<file path="config.mk">
export PLATFORM = sky130hd
export DESIGN_NAME = ugcl_ram
export DESIGN_NICKNAME = d
export VERILOG_FILES = /design/src/sv/ugcl_ram.sv
export SDC_FILE = /design/constraint.sdc
export NUM_CORES = 1
export LEC_CHECK = 0
export ABC_AREA = 1
export BUFFER_PORTS_ARGS = -buffer_cell sky130_fd_sc_hd__buf_2
export CAP_MARGIN = 20
export CELL_PAD_IN_SITES_DETAIL_PLACEMENT = 1
export CELL_PAD_IN_SITES_GLOBAL_PLACEMENT = 1
export CORE_AREA = 2 2 140 142
export CTS_BUF_LIST = sky130_fd_sc_hd__clkbuf_8
export CTS_CLUSTER_DIAMETER = 60
export DETAILED_ROUTE_END_ITERATION = 10
export DIE_AREA = 0 0 142 144
export PLACE_DENSITY_LB_ADDON = 0.1
export SYNTH_ARGS = -nofsm -noshare
export SYNTH_HDL_FRONTEND = slang
export SYNTH_SLANG_ARGS = --single-unit
</file>
<file path="constraint.sdc">
create_clock -name clk -period 2.16 [get_ports clk]
set_clock_uncertainty 0.15 [all_clocks]
set_input_delay 0.432 -clock clk [delete_from_list [all_inputs] [get_ports clk]]
set_output_delay 0.432 -clock clk [all_outputs]
set_load 0.02 [all_outputs]
</file>
<file path="src/sv/ugcl_ram.sv">
`timescale 1ns / 1ps
// ----------------------------------------------------------------------------
// ugcl_ram: generic single-port RAM
// One write or read per cycle, registered read data.
// ----------------------------------------------------------------------------
module ugcl_ram #(
  parameter int WIDTH = 8,
  parameter int DEPTH = 16
) (
  input  logic                     clk,
  input  logic                     we,
  input  logic [$clog2(DEPTH)-1:0] addr,
  input  logic [WIDTH-1:0]         wdata,
  output logic [WIDTH-1:0]         rdata
);

  logic [WIDTH-1:0] mem [DEPTH];

  always_ff @(posedge clk) begin
    if (we) begin
      mem[addr] <= wdata;
    end
    rdata <= mem[addr];
  end

endmodule

</file>
==> reports/summary.txt, run 1 <==
Placer Congestion: 0.739
Synth Warn #: 0
Drt drc: 0
Sum Neg Setup Slack: 0 ns
Clock transition at path regs: 0.07 ns
Worst hold margin: 0.308 ns
Worst slew pin tran: 0.448 ns
Core Rows: 51
Initial antenna violation count: 0
Slowest stage delay, CP: 0.38 ns
CTS tree: built
Crit path DAT: 0.99 ns
Max Root-Sink Buffers: 2
Netlist area before placement: 0.00559 sq mm
I/O pin total: 22
Post-Synthesis Cells: 548
Worst-skew pair later-pin latency: 0.43 ns
Final nets: 610
Crit. path cell count: 1
Rel. slew slack: 0.701
Final Power: 5.65 mW
Input/output buffers: 21
M1 GR Usage: 0.228
Period utilization: 0.728
Post-Syn Nets: 562
Area Overhead vs Synth: 17.2%
Crit end category: output pin
Worst-path cell chain: buf_2
Final setup viols: 0
Post-place instance area: 0.00612 sq mm
H-tree levels: 4
Share of cells above drive strength 1: 0.130
Min cycle time layout: 1.57 ns
Final Hold Viols: 0
Met2 Use GR: 0.247
Largest net degree at the start of global routing: 41
Vias in the first global route: 4,037
Critical Path Source Type: register
CTS Buf Count: 17
GR Overflow Total: 0
Sink count of the clock tree: 136
Max Cap Viol: 0
Worst min-delay path class: in -> reg
Die W: 142 microns
Worst path bufs/invs: 1
Syn Area/Cell: 10.2 sq um
Yosys cell types: 11
Maximum clock rate: 0.636 GHz
Leakage: 2.82 nW
Post-detailed-route count of antenna-violating nets: 0
Fin area: 0.00656 sq mm
Vias per std cell: 4.38
Initial core utilization: 0.293
Max Slew Vio Count: 0
DIE AREA: 0.0204 sq mm
Critical path fanouts, max: 1
Clock tree root buffer cell: clkbuf_8
CORE AREA: 0.0191 sq mm
Worst r2r path cells: 8
Antenna cells: 0
Final core utilization: 0.344
Slowest cell on crit path: dfxtp_1
Global-route wire length before repair: 23.8 mm
FILL cells: 2,116
CP Class: reg -> out
Total number of vias: 3,706
Met3 usage: 0.0308
Max VDD drop: 0.000302 V
RSZ-0062 raised after global routing: no
Hold path depth: 1
Avg WL per Cell: 17.9 microns
Die Height: 144 microns
DRT Pass-1 Iters: 4
DR iter-0 viols: 202
Top delay family on crit path: flip-flops
Outcome: complete, no violations
Gr usage total: 0.162
CP Data Required Time: 1.58 ns
Post-synthesis register bit count: 136
Post-CTS Hold Fix Bufs: 0
Cts repair resizes: 0
Setup Buffers After CTS: 0
Pwr Density: 862 mW/mm^2
Sequential element share of the synthesized area: 0.716
Busiest grt layer: met2
Routed WL: 15.1 mm
Post-DP HPWL: 9.86 mm
## cell usage in the layout (no fill, tap or decap)
master / n
inv_2: 1
buf_2: 21
inv_1: 25
clkinv_4: 1
nand2_1: 346
clkinv_1: 1
dfxtp_1: 8
bufinv_16: 4
nand3_1: 4
nor2_1: 18
clkinv_2: 3
clkbuf_8: 20
buf_12: 2
buf_4: 27
edfxtp_1: 128
## through the flow
step           setup WS (ns)  std cells
2_1_floorplan          0.201        548
3_3_place_gp           0.312        815
3_5_place_dp           0.302        815
4_1_cts                0.546        847
5_1_grt                0.539        847
6_report               0.588        847
## final timing paths
path	from	to	slack, ns
min reg2reg	mem[8][0]	rdata[0]	0.56
max reg2reg	mem[5][4]	rdata[4]	0.95
min	wdata[6]	mem[6][6]	0.31
max	rdata[3]	rdata[3]	0.59
## where the power goes
part	switching [mW]	internal, mW
clock network	0.948	1.33
logic	0.297	0.112
registers	0.0165	2.95
total	1.26	4.39
## cell families (layout without fill, tap and decap cells)
logic type	Yosys count	in the layout	synth area share
buf+inv	44	105	0.0362
simple gates	368	368	0.248
flops	136	136	0.716
## synthesized netlist by cell type
| cell | n | share of area |
|---|---|---|
| clkinv_1 | 1 | 0.00067 |
| inv_1 | 21 | 0.014 |
| clkbuf_1 | 3 | 0.0020 |
| nand3_1 | 4 | 0.0036 |
| buf_2 | 12 | 0.011 |
| buf_4 | 6 | 0.0081 |
| nand2_1 | 346 | 0.23 |
| nor2_1 | 18 | 0.012 |
| dfxtp_1 | 8 | 0.029 |
| edfxtp_1 | 128 | 0.69 |
| inv_2 | 1 | 0.00067 |
## routing by layer
| metal | wire length [microns] | share of wire | vias up |
|---|---|---|---|
| li1 | - | - | 1846 |
| met1 | 7750 | 0.51 | 1789 |
| met2 | 6630 | 0.44 | 51 |
| met3 | 449 | 0.030 | 20 |
| met4 | 309 | 0.020 | 0 |
| met5 | 0 | 0 | - |
## area by class of cell
| type | count | area [sq um] | area share |
|---|---|---|---|
| Sequential cell | 136 | 4000 | 0.611 |
| Multi-Input combinational cell | 368 | 1390 | 0.211 |
| Timing Repair Buffer | 50 | 348 | 0.0531 |
| Tap cell | 238 | 298 | 0.0454 |
| Clock buffer | 20 | 275 | 0.0420 |
| Clock inverter | 12 | 159 | 0.0242 |
| Inverter | 23 | 86.3 | 0.0132 |
## sequential cells by signal (all words and copies together) (netlist names)
signal,count
mem,128
rdata,8
Power figures use the tool's default switching activity.
==> run 2: changes to the inputs <==
==> constraint.sdc (replaced) <==
create_clock -name clk -period 1.55 [get_ports clk]
set_clock_uncertainty 0.15 [all_clocks]
set_input_delay 0.31 -clock clk [delete_from_list [all_inputs] [get_ports clk]]
set_output_delay 0.31 -clock clk [all_outputs]
set_load 0.02 [all_outputs]
==> reports/summary.txt, run 2 (synthesis gave the netlist of run 1 again) <==
Critical path fanouts, max: 1 (unchanged)
Die W: 142 microns (unchanged)
Max Root-Sink Buffers: 2 (unchanged)
CP Class: reg -> out (unchanged)
Post-DP HPWL: 10.1 mm (was 9.86 mm)
Worst min-delay path class: in -> reg (unchanged)
Cts repair resizes: 0 (unchanged)
Area Overhead vs Synth: 21.5% (was 17.2%)
Core Rows: 51 (unchanged)
Clock transition at path regs: 0.08 ns (was 0.07 ns)
DRT Pass-1 Iters: 4 (unchanged)
Slowest cell on crit path: dfxtp_1 (unchanged)
Initial core utilization: 0.293 (unchanged)
Post-detailed-route count of antenna-violating nets: 0 (unchanged)
GR Overflow Total: 0 (unchanged)
Largest Register: mem (unchanged)
Net load switching power: 1.78 mW (was 1.26 mW)
Int Power: 5.85 mW (was 4.39 mW)
Routed WL: 14.9 mm (was 15.1 mm)
Top delay family on crit path: flip-flops (unchanged)
Post-place instance area: 0.00641 sq mm (was 0.00612 sq mm)
Max VDD drop: 0.000506 V (was 0.000302 V)
Layout Cells excl Fill: 847 (unchanged)
Reg-to-reg slack, setup: 0.32 ns (was 0.95 ns)
Initial antenna violation count: 0 (unchanged)
Critical Path Source Type: register (unchanged)
DIE AREA: 0.0204 sq mm (unchanged)
Worst-path cell chain: buf_2 (unchanged)
Sum Neg Setup Slack: 0 ns (unchanged)
Placer Congestion: 0.759 (was 0.739)
CTS tree: built (unchanged)
CORE AREA: 0.0191 sq mm (unchanged)
Antenna cells: 0 (unchanged)
Crit path DAT: 0.97 ns (was 0.99 ns)
Drt drc: 0 (unchanged)
Most frequent cells in the layout: 346 x nand2_1, 128 x edfxtp_1, 25 x inv_1 (was 346 x nand2_1, 128 x edfxtp_1, 27 x buf_4)
Post-CTS Hold Fix Bufs: 0 (unchanged)
Final core utilization: 0.356 (was 0.344)
RSZ-0062 raised after global routing: no (unchanged)
Avg WL per Cell: 17.6 microns (was 17.9 microns)
Max Cap Viol: 0 (unchanged)
Largest net degree at the start of global routing: 30 (was 41)
I/O pin total: 22 (unchanged)
Final setup viols: 0 (unchanged)
Min cycle time layout: 1.43 ns
Outcome: complete, no violations (unchanged)
Global-route wire length before repair: 23.4 mm (was 23.8 mm)
Max Slew Vio Count: 0 (unchanged)
Rel. slew slack: 0.710 (was 0.701)
Leading cell type in the layout, fill and taps excluded: nand2_1 (unchanged)
Clock tree root buffer cell: clkbuf_8 (unchanged)
Total number of vias: 3,787 (was 3,706)
Seq pwr share: 0.541 (was 0.524)
Pwr Density: 1120 mW/mm^2 (was 862 mW/mm^2)
Period utilization: 0.921
Clock power share: 0.374 (was 0.403)
H-tree levels: 4 (unchanged)
DR iter-0 viols: 176 (was 202)
Leakage: 2.83 nW (was 2.82 nW)
Maximum clock rate: 0.700 GHz
Worst-skew pair later-pin latency: 0.44 ns (was 0.43 ns)
Biggest regs: mem (128), rdata (8) (unchanged)
Vias per std cell: 4.47 (was 4.38)
Worst path bufs/invs: 1 (unchanged)
Input/output buffers: 21 (unchanged)
Sink count of the clock tree: 136 (unchanged)
Placed Cells: 816 (was 815)
Sw frac: 0.233 (was 0.223)
Fin area: 0.00679 sq mm (was 0.00656 sq mm)
Final Hold Viols: 0 (unchanged)
Final nets: 611 (was 610)
Combinational share of power: 0.085 (was 0.072)
Gr usage total: 0.160 (was 0.162)
Worst slew pin tran: 0.435 ns (was 0.448 ns)
Share of cells above drive strength 1: 0.163 (was 0.130)
Die Height: 144 microns (unchanged)
Max reg flops: 128 (unchanged)
Crit end category: output pin (unchanged)
Slowest stage delay, CP: 0.36 ns (was 0.38 ns)
CTS Buf Count: 17 (unchanged)
Setup Buffers After CTS: 0 (unchanged)
Vias in the first global route: 4,135 (was 4,037)
CP Data Required Time: 1.09 ns (was 1.58 ns)
run 2: changes by cell type in the layout (fill, tap and decap cells not counted), sizes merged:
cell	before	now
clkbuf	20	17
bufinv	4	3
clkinv	5	7
clkinvlp	0	1
buf	50	51
run 2: metal layers:
metal	vias to the layer above	global-route usage	routed length, microns
met5	-	0	0
met2	35	0.282	7570
met3	15	0.0281	299
met4	0	0.0553	227
met1	1885	0.198	6790
li1	1852	-	-
run 2: final timing paths:
kind | cells after the start | to | start
setup / recovery | 1 | rdata[4] | rdata[4]
hold / removal | 1 | mem[9][1] | wdata[1]
setup reg to reg | 8 | rdata[0] | mem[5][0]
hold reg to reg | 8 | rdata[1] | mem[0][1]
run 2: power groups by stage:
stage	sequential [mW]	combinational (mW)	clock [mW]
6_report	4.13	0.651	2.86
3_3_place_gp	4.21	0.669	0
4_1_cts	4.13	0.675	2.95
2_1_floorplan	4.24	0.315	0
5_1_grt	4.14	0.736	3.07
3_5_place_dp	4.21	0.672	0
run 2: cell type report:
| type | count | area, sq um |
|---|---|---|
| fill | 2129 | 12300 |
| sequential | 136 | 4000 |
| multi-input combinational | 368 | 1550 |
| timing repair buffer | 51 | 480 |
| tap | 238 | 298 |
| clock buffer | 17 | 234 |
| clock inverter | 14 | 144 |
| inverter | 23 | 86.3 |
run 2: stage by stage:
step,hold slack [ns],power (mW),worst slack (ns)
finish,0.171,7.64,0.122
CTS,0.156,7.76,0.0581
detailed placement,0.563,4.89,-0.122
floorplan,0.259,4.55,-0.0305
global route,0.157,7.95,0.0674
global placement,0.560,4.88,-0.0968
run 2: worst reg2reg max path: stages (launching register included):
cell and delay (ns):
edfxtp_1 0.37, nand2_1 0.08, nand2_1 0.06, nand2_1 0.06, nand2_1 0.08, nand2_1 0.11, nand2_1 0.06, inv_1 0.08
nand2_1 0.07
